--- src/hw/rtl/assert_macros.svh ---
// Assertion macros shared by the retry backoff RTL.
// Relies on a clock named clk and an active-low reset named rst_n in scope.
`ifndef ASSERT_MACROS_SVH
`define ASSERT_MACROS_SVH
`ifndef SYNTHESIS
`define RBD_ASSERT(lbl, prop) \
    lbl: assert property (@(posedge clk) disable iff (!rst_n) (prop)) \
        else $error("rbd assertion failed");
`define RBD_NEVER(lbl, cond) `RBD_ASSERT(lbl, !(cond))
`else
`define RBD_ASSERT(lbl, prop)
`define RBD_NEVER(lbl, cond)
`endif
`endif

--- src/hw/rtl/rbd_pkg.sv ---
// Package for the retry backoff decider: codes, constants, queue entry type.
// No dependencies.
`default_nettype none
package rbd_pkg;

    // Outcome codes
    localparam logic [1:0] OUTCOME_RETRY         = 2'd0;
    localparam logic [1:0] OUTCOME_NOT_RETRYABLE = 2'd1;
    localparam logic [1:0] OUTCOME_EXHAUSTED     = 2'd2;

    // Operation codes
    localparam logic OP_HEADER_CHAR = 1'b0;
    localparam logic OP_EVALUATE    = 1'b1;

    // Configuration register indexes
    localparam int CFG_IDX_W = 2;
    localparam logic [CFG_IDX_W-1:0] CFG_MAX_ATTEMPTS  = 2'd0;
    localparam logic [CFG_IDX_W-1:0] CFG_BASE_DELAY_MS = 2'd1;
    localparam logic [CFG_IDX_W-1:0] CFG_MAX_DELAY_MS  = 2'd2;

    localparam logic [7:0]  MAX_ATTEMPTS_RST  = 8'd3;
    localparam logic [31:0] BASE_DELAY_MS_RST = 32'd1000;
    localparam logic [31:0] MAX_DELAY_MS_RST  = 32'd60000;

    // Retryable statuses
    localparam logic [9:0] ST_TOO_MANY   = 10'd429;
    localparam logic [9:0] ST_INTERNAL   = 10'd500;
    localparam logic [9:0] ST_BAD_GW     = 10'd502;
    localparam logic [9:0] ST_UNAVAIL    = 10'd503;
    localparam logic [9:0] ST_GW_TIMEOUT = 10'd504;

    // Header characters
    localparam logic [7:0] CH_SPACE = 8'd32;
    localparam logic [7:0] CH_TAB   = 8'd9;
    localparam logic [7:0] CH_CR    = 8'd13;
    localparam logic [7:0] CH_ZERO  = 8'd48;
    localparam logic [7:0] CH_NINE  = 8'd57;

    localparam int MAX_HEADER_DIGITS_DEF = 9;
    localparam int EXP_CAP  = 20;
    localparam int EXP_W    = 5;
    localparam int DELAY_W  = 32;
    localparam int SHIFT_W  = DELAY_W + EXP_CAP;
    localparam int MS_MUL_W = 10;   // bits to hold the factor 1000
    localparam int Q_DEPTH  = 2;

    // Bits needed for a decimal number of the given digit count
    function automatic int sec_width(input int digits);
        longint v;
        int     w;
        v = 1;
        w = 0;
        for (int i = 0; i < digits; i++) begin
            v = v * 10;
        end
        v = v - 1;
        while (v > 0) begin
            w++;
            v = v >> 1;
        end
        return w;
    endfunction

    typedef struct packed {
        logic [1:0]       outcome;
        logic [EXP_W-1:0] exponent;
        logic             hdr_ok;
    } ev_ctrl_t;

endpackage
`default_nettype wire

--- src/hw/rtl/rbd_front.sv ---
// Front end: Retry-After parser and evaluate classification.
// Depends on rbd_pkg.
`default_nettype none
module rbd_front #(
    parameter int MAX_HEADER_DIGITS = rbd_pkg::MAX_HEADER_DIGITS_DEF
) (
    input  wire logic                 clk,
    input  wire logic                 rst_n,
    input  wire logic                 accept,
    input  wire logic                 operation,
    input  wire logic [7:0]           header_char,
    input  wire logic [9:0]           status,
    input  wire logic                 no_response,
    input  wire logic [7:0]           attempt,
    input  wire logic [7:0]           max_attempts,
    output rbd_pkg::ev_ctrl_t         ev_ctrl,
    output logic [rbd_pkg::sec_width(MAX_HEADER_DIGITS)+rbd_pkg::MS_MUL_W-1:0] header_ms,
    output logic                      push
);
    import rbd_pkg::*;

    localparam int SECW = sec_width(MAX_HEADER_DIGITS);
    localparam int MSW  = SECW + MS_MUL_W;
    localparam int CNTW = $clog2(MAX_HEADER_DIGITS + 2);

    logic [SECW-1:0] seconds_reg, seconds_next;
    logic [CNTW-1:0] count_reg, count_next;
    logic            invalid_reg, invalid_next;

    logic            is_blank, is_digit;
    logic [CNTW-1:0] cnt_inc;
    logic [SECW-1:0] seconds_x10;
    logic [MSW-1:0]  sec_ext;
    logic            retryable;
    logic [7:0]      limit;
    logic [7:0]      att_m1;

    assign is_blank = (header_char == CH_SPACE) ||
                      (header_char >= CH_TAB && header_char <= CH_CR);
    assign is_digit = (header_char >= CH_ZERO) && (header_char <= CH_NINE);
    assign cnt_inc  = count_reg + 1'b1;
    assign seconds_x10 = (seconds_reg << 3) + (seconds_reg << 1);

    always_comb
    begin
        seconds_next = seconds_reg;
        count_next   = count_reg;
        invalid_next = invalid_reg;
        if (accept && operation == OP_EVALUATE)
        begin
            seconds_next = '0;
            count_next   = '0;
            invalid_next = 1'b0;
        end
        else if (accept && !invalid_reg && !is_blank)
        begin
            if (!is_digit)
            begin
                invalid_next = 1'b1;
            end
            else
            begin
                count_next = cnt_inc;
                if (cnt_inc > CNTW'(MAX_HEADER_DIGITS))
                    invalid_next = 1'b1;
                else
                    seconds_next = seconds_x10 + SECW'(header_char - CH_ZERO);
            end
        end
    end

    always_ff @(posedge clk or negedge rst_n)
    begin
        if (!rst_n)
        begin
            seconds_reg <= '0;
            count_reg   <= '0;
            invalid_reg <= 1'b0;
        end
        else
        begin
            seconds_reg <= seconds_next;
            count_reg   <= count_next;
            invalid_reg <= invalid_next;
        end
    end

    // Classify the evaluate beat
    assign retryable = no_response ||
                       status == ST_TOO_MANY || status == ST_INTERNAL ||
                       status == ST_BAD_GW   || status == ST_UNAVAIL  ||
                       status == ST_GW_TIMEOUT;
    assign limit  = (max_attempts == 8'd0) ? 8'd1 : max_attempts;
    assign att_m1 = attempt - 8'd1;

    always_comb
    begin
        if (!retryable)
            ev_ctrl.outcome = OUTCOME_NOT_RETRYABLE;
        else if (attempt >= limit)
            ev_ctrl.outcome = OUTCOME_EXHAUSTED;
        else
            ev_ctrl.outcome = OUTCOME_RETRY;

        if (attempt == 8'd0)
            ev_ctrl.exponent = '0;
        else if (att_m1 > 8'(EXP_CAP))
            ev_ctrl.exponent = EXP_W'(EXP_CAP);
        else
            ev_ctrl.exponent = att_m1[EXP_W-1:0];

        ev_ctrl.hdr_ok = !invalid_reg && (count_reg != '0);
    end

    // seconds * 1000 = s*1024 - s*16 - s*8
    assign sec_ext   = MSW'(seconds_reg);
    assign header_ms = (sec_ext << 10) - (sec_ext << 4) - (sec_ext << 3);
    assign push      = accept && (operation == OP_EVALUATE);

endmodule
`default_nettype wire

--- src/hw/rtl/rbd_queue.sv ---
// Short FIFO between the front end and the back end.
// Depends on rbd_pkg.
`default_nettype none
module rbd_queue #(
    parameter int W     = 8,
    parameter int DEPTH = 2
) (
    input  wire logic         clk,
    input  wire logic         rst_n,
    input  wire logic         push,
    input  wire logic [W-1:0] push_data,
    input  wire logic         pop,
    output logic [W-1:0]      pop_data,
    output logic              full,
    output logic              empty
);
    import rbd_pkg::*;

    localparam int PW = (DEPTH > 1) ? $clog2(DEPTH) : 1;
    localparam int CW = $clog2(DEPTH + 1);

    logic [W-1:0]  mem_reg [DEPTH];
    logic [PW-1:0] wr_ptr_reg, wr_ptr_next;
    logic [PW-1:0] rd_ptr_reg, rd_ptr_next;
    logic [CW-1:0] count_reg, count_next;

    assign full     = (count_reg == CW'(DEPTH));
    assign empty    = (count_reg == '0);
    assign pop_data = mem_reg[rd_ptr_reg];

    always_comb
    begin
        wr_ptr_next = wr_ptr_reg;
        rd_ptr_next = rd_ptr_reg;
        count_next  = count_reg;
        if (push)
            wr_ptr_next = (wr_ptr_reg == PW'(DEPTH - 1)) ? '0 : wr_ptr_reg + 1'b1;
        if (pop)
            rd_ptr_next = (rd_ptr_reg == PW'(DEPTH - 1)) ? '0 : rd_ptr_reg + 1'b1;
        if (push && !pop)
            count_next = count_reg + 1'b1;
        else if (pop && !push)
            count_next = count_reg - 1'b1;
    end

    always_ff @(posedge clk or negedge rst_n)
    begin
        if (!rst_n)
        begin
            wr_ptr_reg <= '0;
            rd_ptr_reg <= '0;
            count_reg  <= '0;
        end
        else
        begin
            wr_ptr_reg <= wr_ptr_next;
            rd_ptr_reg <= rd_ptr_next;
            count_reg  <= count_next;
        end
    end

    always_ff @(posedge clk)
    begin
        if (push)
            mem_reg[wr_ptr_reg] <= push_data;
    end

endmodule
`default_nettype wire

--- src/hw/rtl/rbd_back.sv ---
// Back end: backoff shift, caps and the result register.
// Depends on rbd_pkg.
`default_nettype none
module rbd_back #(
    parameter int MSW = rbd_pkg::sec_width(rbd_pkg::MAX_HEADER_DIGITS_DEF) + rbd_pkg::MS_MUL_W
) (
    input  wire logic                          clk,
    input  wire logic                          rst_n,
    input  wire logic                          q_empty,
    input  wire rbd_pkg::ev_ctrl_t             ev_ctrl,
    input  wire logic [MSW-1:0]                header_ms,
    input  wire logic [rbd_pkg::DELAY_W-1:0]   base_delay_ms,
    input  wire logic [rbd_pkg::DELAY_W-1:0]   max_delay_ms,
    output logic                               pop,
    output logic                               out_valid,
    input  wire logic                          out_stall,
    output logic                               retry,
    output logic [rbd_pkg::DELAY_W-1:0]        delay_ms,
    output logic [1:0]                         outcome
);
    import rbd_pkg::*;

    localparam int CMPW = (MSW > DELAY_W) ? MSW : DELAY_W;

    logic [SHIFT_W-1:0] shifted;
    logic [DELAY_W-1:0] backoff_cap, header_cap, delay_sel;
    logic [CMPW-1:0]    hdr_ext, max_ext;

    logic               valid_reg, valid_next;
    logic               retry_reg;
    logic [DELAY_W-1:0] delay_reg;
    logic [1:0]         outcome_reg;

    assign shifted     = SHIFT_W'(base_delay_ms) << ev_ctrl.exponent;
    assign backoff_cap = (shifted > SHIFT_W'(max_delay_ms)) ? max_delay_ms
                                                             : shifted[DELAY_W-1:0];
    assign hdr_ext     = CMPW'(header_ms);
    assign max_ext     = CMPW'(max_delay_ms);
    assign header_cap  = (hdr_ext > max_ext) ? max_delay_ms : hdr_ext[DELAY_W-1:0];

    always_comb
    begin
        if (ev_ctrl.outcome != OUTCOME_RETRY)
            delay_sel = '0;
        else if (ev_ctrl.hdr_ok)
            delay_sel = header_cap;
        else
            delay_sel = backoff_cap;
    end

    // Load a new beat when the result register is free or being drained
    assign pop        = !q_empty && (!valid_reg || !out_stall);
    assign valid_next = pop || (valid_reg && out_stall);

    always_ff @(posedge clk or negedge rst_n)
    begin
        if (!rst_n)
            valid_reg <= 1'b0;
        else
            valid_reg <= valid_next;
    end

    always_ff @(posedge clk)
    begin
        if (pop)
        begin
            retry_reg   <= (ev_ctrl.outcome == OUTCOME_RETRY);
            delay_reg   <= delay_sel;
            outcome_reg <= ev_ctrl.outcome;
        end
    end

    assign out_valid = valid_reg;
    assign retry     = retry_reg;
    assign delay_ms  = delay_reg;
    assign outcome   = outcome_reg;

endmodule
`default_nettype wire

--- src/hw/rtl/retry_backoff_decider.sv ---
//  channel | handshake            | payload
//  --------+----------------------+------------------------------------------------
//  in      | in_valid / in_stall  | operation, header_char, status, no_response, attempt
//  out     | out_valid / out_stall| retry, delay_ms, outcome
//  cfg     | cfg_we               | cfg_index, cfg_data
//
//  One beat per cycle in while in_stall is low; header characters update the parser
//  in the cycle they are taken, evaluate beats are classified by the front end and
//  written to the queue, then shifted and capped by the back end into the result
//  register. The two-entry queue sets how long the input keeps flowing while
//  out_stall holds. Reset is asynchronous, active low, and restores the
//  configuration defaults and an empty parser.
`default_nettype none
`include "assert_macros.svh"
module retry_backoff_decider #(
    parameter int MAX_HEADER_DIGITS = rbd_pkg::MAX_HEADER_DIGITS_DEF
) (
    input  wire logic                           clk,
    input  wire logic                           rst_n,
    // input channel
    input  wire logic                           in_valid,
    output logic                                in_stall,
    input  wire logic                           operation,
    input  wire logic [7:0]                     header_char,
    input  wire logic [9:0]                     status,
    input  wire logic                           no_response,
    input  wire logic [7:0]                     attempt,
    // result channel
    output logic                                out_valid,
    input  wire logic                           out_stall,
    output logic                                retry,
    output logic [rbd_pkg::DELAY_W-1:0]         delay_ms,
    output logic [1:0]                          outcome,
    // configuration
    input  wire logic                           cfg_we,
    input  wire logic [rbd_pkg::CFG_IDX_W-1:0]  cfg_index,
    input  wire logic [rbd_pkg::DELAY_W-1:0]    cfg_data
);
    import rbd_pkg::*;

    localparam int SECW = sec_width(MAX_HEADER_DIGITS);
    localparam int MSW  = SECW + MS_MUL_W;
    localparam int CTW  = $bits(ev_ctrl_t);
    localparam int QW   = CTW + MSW;

    logic [7:0]         max_attempts_reg;
    logic [DELAY_W-1:0] base_delay_reg;
    logic [DELAY_W-1:0] max_delay_reg;

    logic               accept;
    logic               push, pop, q_full, q_empty;
    ev_ctrl_t           front_ctrl, back_ctrl;
    logic [MSW-1:0]     front_ms, back_ms;
    logic [QW-1:0]      q_out;

    // Configuration registers; writes beyond the list are dropped
    always_ff @(posedge clk or negedge rst_n)
    begin
        if (!rst_n)
        begin
            max_attempts_reg <= MAX_ATTEMPTS_RST;
            base_delay_reg   <= BASE_DELAY_MS_RST;
            max_delay_reg    <= MAX_DELAY_MS_RST;
        end
        else if (cfg_we)
        begin
            unique case (cfg_index)
                CFG_MAX_ATTEMPTS:  max_attempts_reg <= cfg_data[7:0];
                CFG_BASE_DELAY_MS: base_delay_reg   <= cfg_data;
                CFG_MAX_DELAY_MS:  max_delay_reg    <= cfg_data;
                default: ;
            endcase
        end
    end

    // Hold the input while the queue is full
    assign in_stall = q_full;
    assign accept   = in_valid && !in_stall;

    rbd_front #(
        .MAX_HEADER_DIGITS(MAX_HEADER_DIGITS)
    ) u_front (
        .clk          (clk),
        .rst_n        (rst_n),
        .accept       (accept),
        .operation    (operation),
        .header_char  (header_char),
        .status       (status),
        .no_response  (no_response),
        .attempt      (attempt),
        .max_attempts (max_attempts_reg),
        .ev_ctrl      (front_ctrl),
        .header_ms    (front_ms),
        .push         (push)
    );

    rbd_queue #(
        .W     (QW),
        .DEPTH (Q_DEPTH)
    ) u_queue (
        .clk       (clk),
        .rst_n     (rst_n),
        .push      (push),
        .push_data ({front_ctrl, front_ms}),
        .pop       (pop),
        .pop_data  (q_out),
        .full      (q_full),
        .empty     (q_empty)
    );

    assign back_ctrl = q_out[QW-1:MSW];
    assign back_ms   = q_out[MSW-1:0];

    rbd_back #(
        .MSW(MSW)
    ) u_back (
        .clk           (clk),
        .rst_n         (rst_n),
        .q_empty       (q_empty),
        .ev_ctrl       (back_ctrl),
        .header_ms     (back_ms),
        .base_delay_ms (base_delay_reg),
        .max_delay_ms  (max_delay_reg),
        .pop           (pop),
        .out_valid     (out_valid),
        .out_stall     (out_stall),
        .retry         (retry),
        .delay_ms      (delay_ms),
        .outcome       (outcome)
    );

    // A declined request never carries a wait
    `RBD_ASSERT(a_no_retry_zero_delay, out_valid && !retry |-> delay_ms == '0)
    // The retry flag and the outcome code agree
    `RBD_ASSERT(a_retry_matches_outcome, out_valid |-> (retry == (outcome == OUTCOME_RETRY)))
    // A fresh result only appears after the queue held an entry
    `RBD_ASSERT(a_result_from_queue, $rose(out_valid) |-> $past(!q_empty))

endmodule
`default_nettype wire
--- config.mk ---
export PLATFORM = sky130hd
export DESIGN_NAME = retry_backoff_decider
export DESIGN_NICKNAME = d
export VERILOG_FILES = /design/src/hw/rtl/rbd_pkg.sv /design/src/hw/rtl/rbd_front.sv /design/src/hw/rtl/rbd_queue.sv /design/src/hw/rtl/rbd_back.sv /design/src/hw/rtl/retry_backoff_decider.sv
export VERILOG_INCLUDE_DIRS = /design/src /design/src/hw/rtl
export SDC_FILE = /design/constraint.sdc
export NUM_CORES = 1
export LEC_CHECK = 0
export BUFFER_PORTS_ARGS = -buffer_cell sky130_fd_sc_hd__buf_4
export CAP_MARGIN = 10
export CORE_MARGIN = 3
export CORE_UTILIZATION = 58
export CTS_BUF_LIST = sky130_fd_sc_hd__clkbuf_4
export CTS_CLUSTER_SIZE = 30
export DETAILED_ROUTE_END_ITERATION = 7
export GPL_ROUTABILITY_DRIVEN = 0
export HOLD_SLACK_MARGIN = 0.02
export PLACE_DENSITY = 0.79
export SYNTH_ARGS = -nofsm -noshare
export SYNTH_HDL_FRONTEND = slang
export SYNTH_SLANG_ARGS = --single-unit
--- constraint.sdc ---
create_clock -name clk -period 4.25 [get_ports clk]
set_input_delay 0.6375 -clock clk [delete_from_list [all_inputs] [get_ports clk]]
set_output_delay 0.6375 -clock clk [all_outputs]
set_load 0.02 [all_outputs]
Yosys cells after proc, flatten, opt, wreduce, memory -nomap -nowiden. Memories as Yosys holds them, arrays and structs flattened. Index checks and enable logic that the tools add are counted.

Equal/unequal tests: 11. Order comparisons: 9. Shift-type cells: 1. Add/subtract/negate cells: 11. Multiplexer cells: 25. Reduce and logical (&&, ||, !) cells: 43.

Operator list (count): 2-to-1 mux 30 bit (4); 2-to-1 mux 32 bit (3); adder 30 bit (2); > comparator 52 x 32 -> 1 bit (1); left shift 32 x 5 -> 52 bit (1); == test 10 x 9 -> 1 bit, second input constant (5); > comparator 40 x 32 -> 1 bit (1); subtractor 40 x 33 -> 40 bit (1); subtractor 40 x 34 -> 40 bit (1); zero test 8 bit (2); 2-to-1 mux 4 bit (3); logical AND 1 bit (11); 2-to-1 mux 5 bit (2); AND reduction 2 bit (5); subtractor 8 x 6 -> 9 bit, second input constant (1); == test 8 x 6 -> 1 bit, second input constant (1); >= comparator 8 x 4 -> 1 bit, second input constant (1); >= comparator 8 x 6 -> 1 bit, second input constant (1); >= comparator 8 bit (1); > comparator 8 x 5 -> 1 bit, second input constant (1); less-or-equal comparator 8 x 4 -> 1 bit, second input constant (1); less-or-equal comparator 8 x 6 -> 1 bit, second input constant (1); zero test 1 bit (8); logical OR 1 bit (8); 17 further kinds (34).

Memories kept: 1. Register bits after elaboration: 147. Bits in writable memories: 96. Bits of input ports: 67. Output and inout bits: 37. Word-level logic and storage cells: 114.

Memories: u_queue.mem_reg (depth 2, width 48, read ports 1, clocked after Yosys merged registers in 0, write ports 1, RTL line rbd_queue.sv:22) `logic [W-1:0] mem_reg [DEPTH];`.

Longest topological paths before layout.
Depth in word-level cells: 8. Depth in mapped cells: 23. Depth with buffers taken out: 18.

Hierarchy. From an unflattened synthesis, not the netlist that was laid out.

Cell total of the unflattened synthesis: 1756. Area total of the unflattened synthesis: 18820.6 µm².

By module, submodules not included: rbd_front (area each 6693.9 µm², times used 1, cells an instance 791); rbd_back (area each 5684.2 µm², times used 1, cells an instance 646); rbd_queue (area each 3696.0 µm², times used 1, cells an instance 165); retry_backoff_decider (area each 2746.4 µm², times used 1, cells an instance 154).

Worst setup path after synthesis. OpenSTA, ideal clock, no wires.

Path type: in2reg. Start: input port header_char[4]. End: register u_front.seconds_reg[29]. Cell stages on the path: 14. Data required time: 4.113 ns. Path buffers: 0. Setup slack: -1.569 ns. Arrival: 5.682 ns. Cells stage by stage: ha_1 > nor3_1 > fa_1 > ha_1 > a21o_1 > a21o_1 > a2111oi_0 > a21boi_0 > o31ai_1 > nand4_1 > nand2_1 > a31oi_1 > xnor2_1 > a21oi_1.

Word-level cells in the longest chain between the ends: 7. Elaborated cells on any way between the ends: 19. Classes of those cells: add/sub (2); order compare (4); eq/ne (1); mux (4); reduce/logical (8).

Ends and longest elaborated chain: start: declaration (RTL line retry_backoff_decider.sv:24) `input wire logic [7:0] header_char,`; parallel branches: the longest is 7 deep, another holds adder 30 bit; end signal: assignment (RTL line rbd_front.sv:82) `seconds_reg <= seconds_next;`; end: declaration (RTL line rbd_front.sv:26) `logic [SECW-1:0] seconds_reg, seconds_next;`.

Parallel ways; which one is timed is not known. The select of a mux whose other input is x is not followed. A chain may end at the register's enable or synchronous reset.

Worst setup path after layout.
Start: register u_queue.rd_ptr_reg. End: register u_back.delay_reg[18], in the netlist u_back.delay_ms[18] (data pin).

Word-level cells in the longest chain between the ends: 5. Elaborated cells on any way between the ends: 8. Classes of those cells: order compare (2); shift (1); mux (3); reduce/logical (1); memory (1).

Ends and longest elaborated chain: start: declaration (RTL line rbd_queue.sv:24) `logic [PW-1:0] rd_ptr_reg, rd_ptr_next;`; start signal: assignment (RTL line rbd_queue.sv:57) `rd_ptr_reg <= rd_ptr_next;`; memory read (2 x 48 bit) (*); left shift 32 x 5 -> 52 bit (RTL line rbd_back.sv:34) `assign shifted = SHIFT_W'(base_delay_ms) << ev_ctrl.exponent;`; > comparator 52 x 32 -> 1 bit (RTL line rbd_back.sv:35) `assign backoff_cap = (shifted > SHIFT_W'(max_delay_ms)) ? max_delay_ms`; 2-to-1 mux 32 bit (RTL line rbd_back.sv:35); 2-to-1 mux 32 bit (RTL line rbd_back.sv:45) `else if (ev_ctrl.hdr_ok)`; end signal: assignment (RTL line rbd_back.sv:68) `delay_reg <= delay_sel;`; end: declaration (RTL line rbd_back.sv:31) `logic [DELAY_W-1:0] delay_reg;`.

Every way passes the cells marked *; elsewhere a longest branch is shown, timed or not.

==> out/metrics.cfg <==
[clocking]
cts_root_buf = clkbuf_4
htreeDepth = 3
path_clk_slew_ns = 0.07
cts_buffers = 66
clockBufferDepth = 3
cts_tree = yes
cts_sinks = 237
clock_latency_ns = 0.68

[cells_and_area]
n_fill_cell = 2162
largest_register_ffs = 90
drive_gt1_frac = 0.267
seq_area_mm2 = 0.00658
fin_cells = 2403
multi_input_area_mm2 = 0.0110
final_nets = 2233
final_core_util = 0.702
area.growth.synth_to_final_pct = 18.0

[timing]
layout_worst_path_cycle_share = 1.05
worst_slack_ns = -0.208
setup_tns_ns = -5.28
skew_ns = 0.0394
tightest_slew_ns = 1.11
slew_viol_final = 0
clock.fmax_mhz = 224
relSlewSlack = 0.261
rsz0062_at_grt = true
hold_viol_final = 0
setup_viol = 32
period_needed_ns = 4.46

[power]
vdd_drop_max_v = 0.000237
leakagePower_uw = 0.00969
power.density_mw_per_mm2 = 637

[logic_synthesis]
synth_top_cell_by_area = edfxtp_1
syn_area_mm2 = 0.0179
synth_top_area_share = 0.210
synth_area_leaders = edfxtp_1, dfrtp_1, ha_1, mux2_2, fa_1
ys_seq_elements = 237
yosys_most_used_dff = edfxtp_1
synth-async-reset-ratio = 0.473
ys_seq_area_frac = 0.368
synth_commonest_cells = nand2_1, ha_1, a21oi_1
synth.yosys.warnings = 0
syn_inst = 1745
synth-edff-count = 125
syn_avg_cell_area_um2 = 10.2
ys_types = 74
synth.most_common_cell = nand2_1
synthesis.nets = 2014

[critical_path]
cp_max_fo = 7
crit_path_end_kind = register
r2r-start = u_queue.rd_ptr_reg$_DFFE_PN0P_
timing.rr.end = u_back.delay_ms[18]$_SDFFCE_PN0P_
path_class = reg2reg
worstPathRequired_ns = 4.66
crit_path_start_kind = register
critPathArrivalTime_ns = 4.87
reg2reg_slack_ns = -0.21
rr_worst_depth = 17

[placement]
port-buffer-count = 103
dp.cells = 2249
place.detailed.hpwl_um = 34500

[global_route]
grt_pass1_vias = 14500
grt_pass1_wl_um = 73000
antenna_found_initial = 1
grt_overflow = 0
grt_util_all_layers = 0.271
grt_max_degree = 46

[outcome]
status = finished with violations
violations = design-rule violations, negative setup slack

[run]
cap_violations = 0

[worst_hold_path]
hp-class = in2reg
holdPathStages = 3
min_to = u_back.out_valid$_DFF_PN0_
min_from = out_stall

[detailed_routing]
vias = 14900
drt-wirelength-per-cell_um = 20.0
via_per_inst = 6.21
postRouteAntennaNets = 0
drc = 2
drt_first_pass_iters = 8
wl_um = 48000
drt_iter0_markers = 1376

[die]
die-area_mm2 = 0.0329
die_w_um = 181
pin_count = 104
die_h_um = 181
rows = 63
start_util = 0.595
core_area_mm2 = 0.0300

## power breakdown
part	internal [uW]	leakage (uW)	switching, uW	total [uW]
combinational	3320	0.00663	4200	7520
clock	1100	0.000504	984	2080
sequential	3420	0.00255	402	3820
## worst max path at each step
| stage | endpoint | startpoint | slack, ns |
|---|---|---|---|
| floorplan | u_front.seconds_reg[29]$_DFFE_PN0P_ | header_char[4] | -0.01 |
| global placement | u_back.delay_ms[2]$_SDFFCE_PN0P_ | u_queue.rd_ptr_reg$_DFFE_PN0P_ | -0.02 |
| detailed placement | u_back.delay_ms[2]$_SDFFCE_PN0P_ | u_queue.rd_ptr_reg$_DFFE_PN0P_ | -0.11 |
| CTS | u_back.delay_ms[31]$_SDFFCE_PN0P_ | u_queue.rd_ptr_reg$_DFFE_PN0P_ | 0.003 |
| global route | u_back.delay_ms[4]$_SDFFCE_PN0P_ | u_queue.rd_ptr_reg$_DFFE_PN0P_ | -0.25 |
| finish | u_back.delay_ms[18]$_SDFFCE_PN0P_ | u_queue.rd_ptr_reg$_DFFE_PN0P_ | -0.21 |
## worst max-delay path, cell delays in order (launching register included)
cell and delay (ns):
dfrtp_2 0.48, mux2_4 0.37, mux2i_1 0.41, mux4_2 0.42, buf_4 0.15, nand2_1 0.05
a32o_1 0.31, ha_1 0.34, nand4_1 0.15, nor2_2 0.17, a21boi_1 0.17, o21ai_1 0.10
a21oi_2 0.20, nor3_4 0.07, buf_6 0.15, buf_6 0.11, or2b_4 0.30, o211a_1 0.21
## stage by stage
stage / area, um^2 / setup slack [ns] / power, uW / hold WS [ns]
finish: 21100 / -0.208 / 13400 / 0.174
global route: 21100 / -0.254 / 14200 / 0.148
CTS: 20500 / 0.00258 / 12700 / 0.116
detailed placement: 19500 / -0.112 / 10500 / 0.480
global placement: 19500 / -0.0207 / 10300 / 0.475
floorplan: 18000 / -0.0144 / 8420 / 0.342
## repair_timing
item | 4_1_cts | 5_1_grt
cloned | 0 | 5
setup buffers | 5 | 28
pin swaps | 2 | 18
hold buffers | 1 | 0
resized for setup | 11 | 87
endpoints found under the setup margin | 32 | 36
hold endpoints to repair | 29 | 0
## per-layer routing
layer / vias to the layer above / track usage / part of all wire
met2: 732 / 0.451 / 0.48
met1: 7134 / 0.360 / 0.40
met5: - / 0 / 0
met4: 0 / 0.0935 / 0.039
met3: 168 / 0.0481 / 0.084
li1: 6878 / - / -
## cell type report
| class | count | area share |
|---|---|---|
| Clock inverter | 20 | 0.00529 |
| Tap cell | 390 | 0.0232 |
| Timing Repair Buffer | 215 | 0.0811 |
| Clock buffer | 96 | 0.0342 |
| Inverter | 119 | 0.0212 |
| Antenna cell | 1 | 0.000119 |
| Sequential cell | 237 | 0.312 |
| Multi-Input combinational cell | 1325 | 0.523 |
## layout by cell type (no fill, tap or decap), types with 49 or more instances in the layout
cell type / count
mux2_2: 100
o21ai_0: 71
inv_1: 119
dfrtp_1: 96
nor2_1: 80
fa_1: 50
a21o_1: 49
edfxtp_1: 125
buf_4: 199
ha_1: 146
a21oi_1: 116
nand2_1: 163
clkbuf_4: 96
## cells by family after synthesis
group,share of synthesized area
simple gates,0.118
fa+ha+maj,0.163
compound gates,0.161
buf+inv,0.0429
xor+xnor,0.0338
mux,0.114
flops,0.368
No activity file was read; power rests on OpenSTA's default activity.
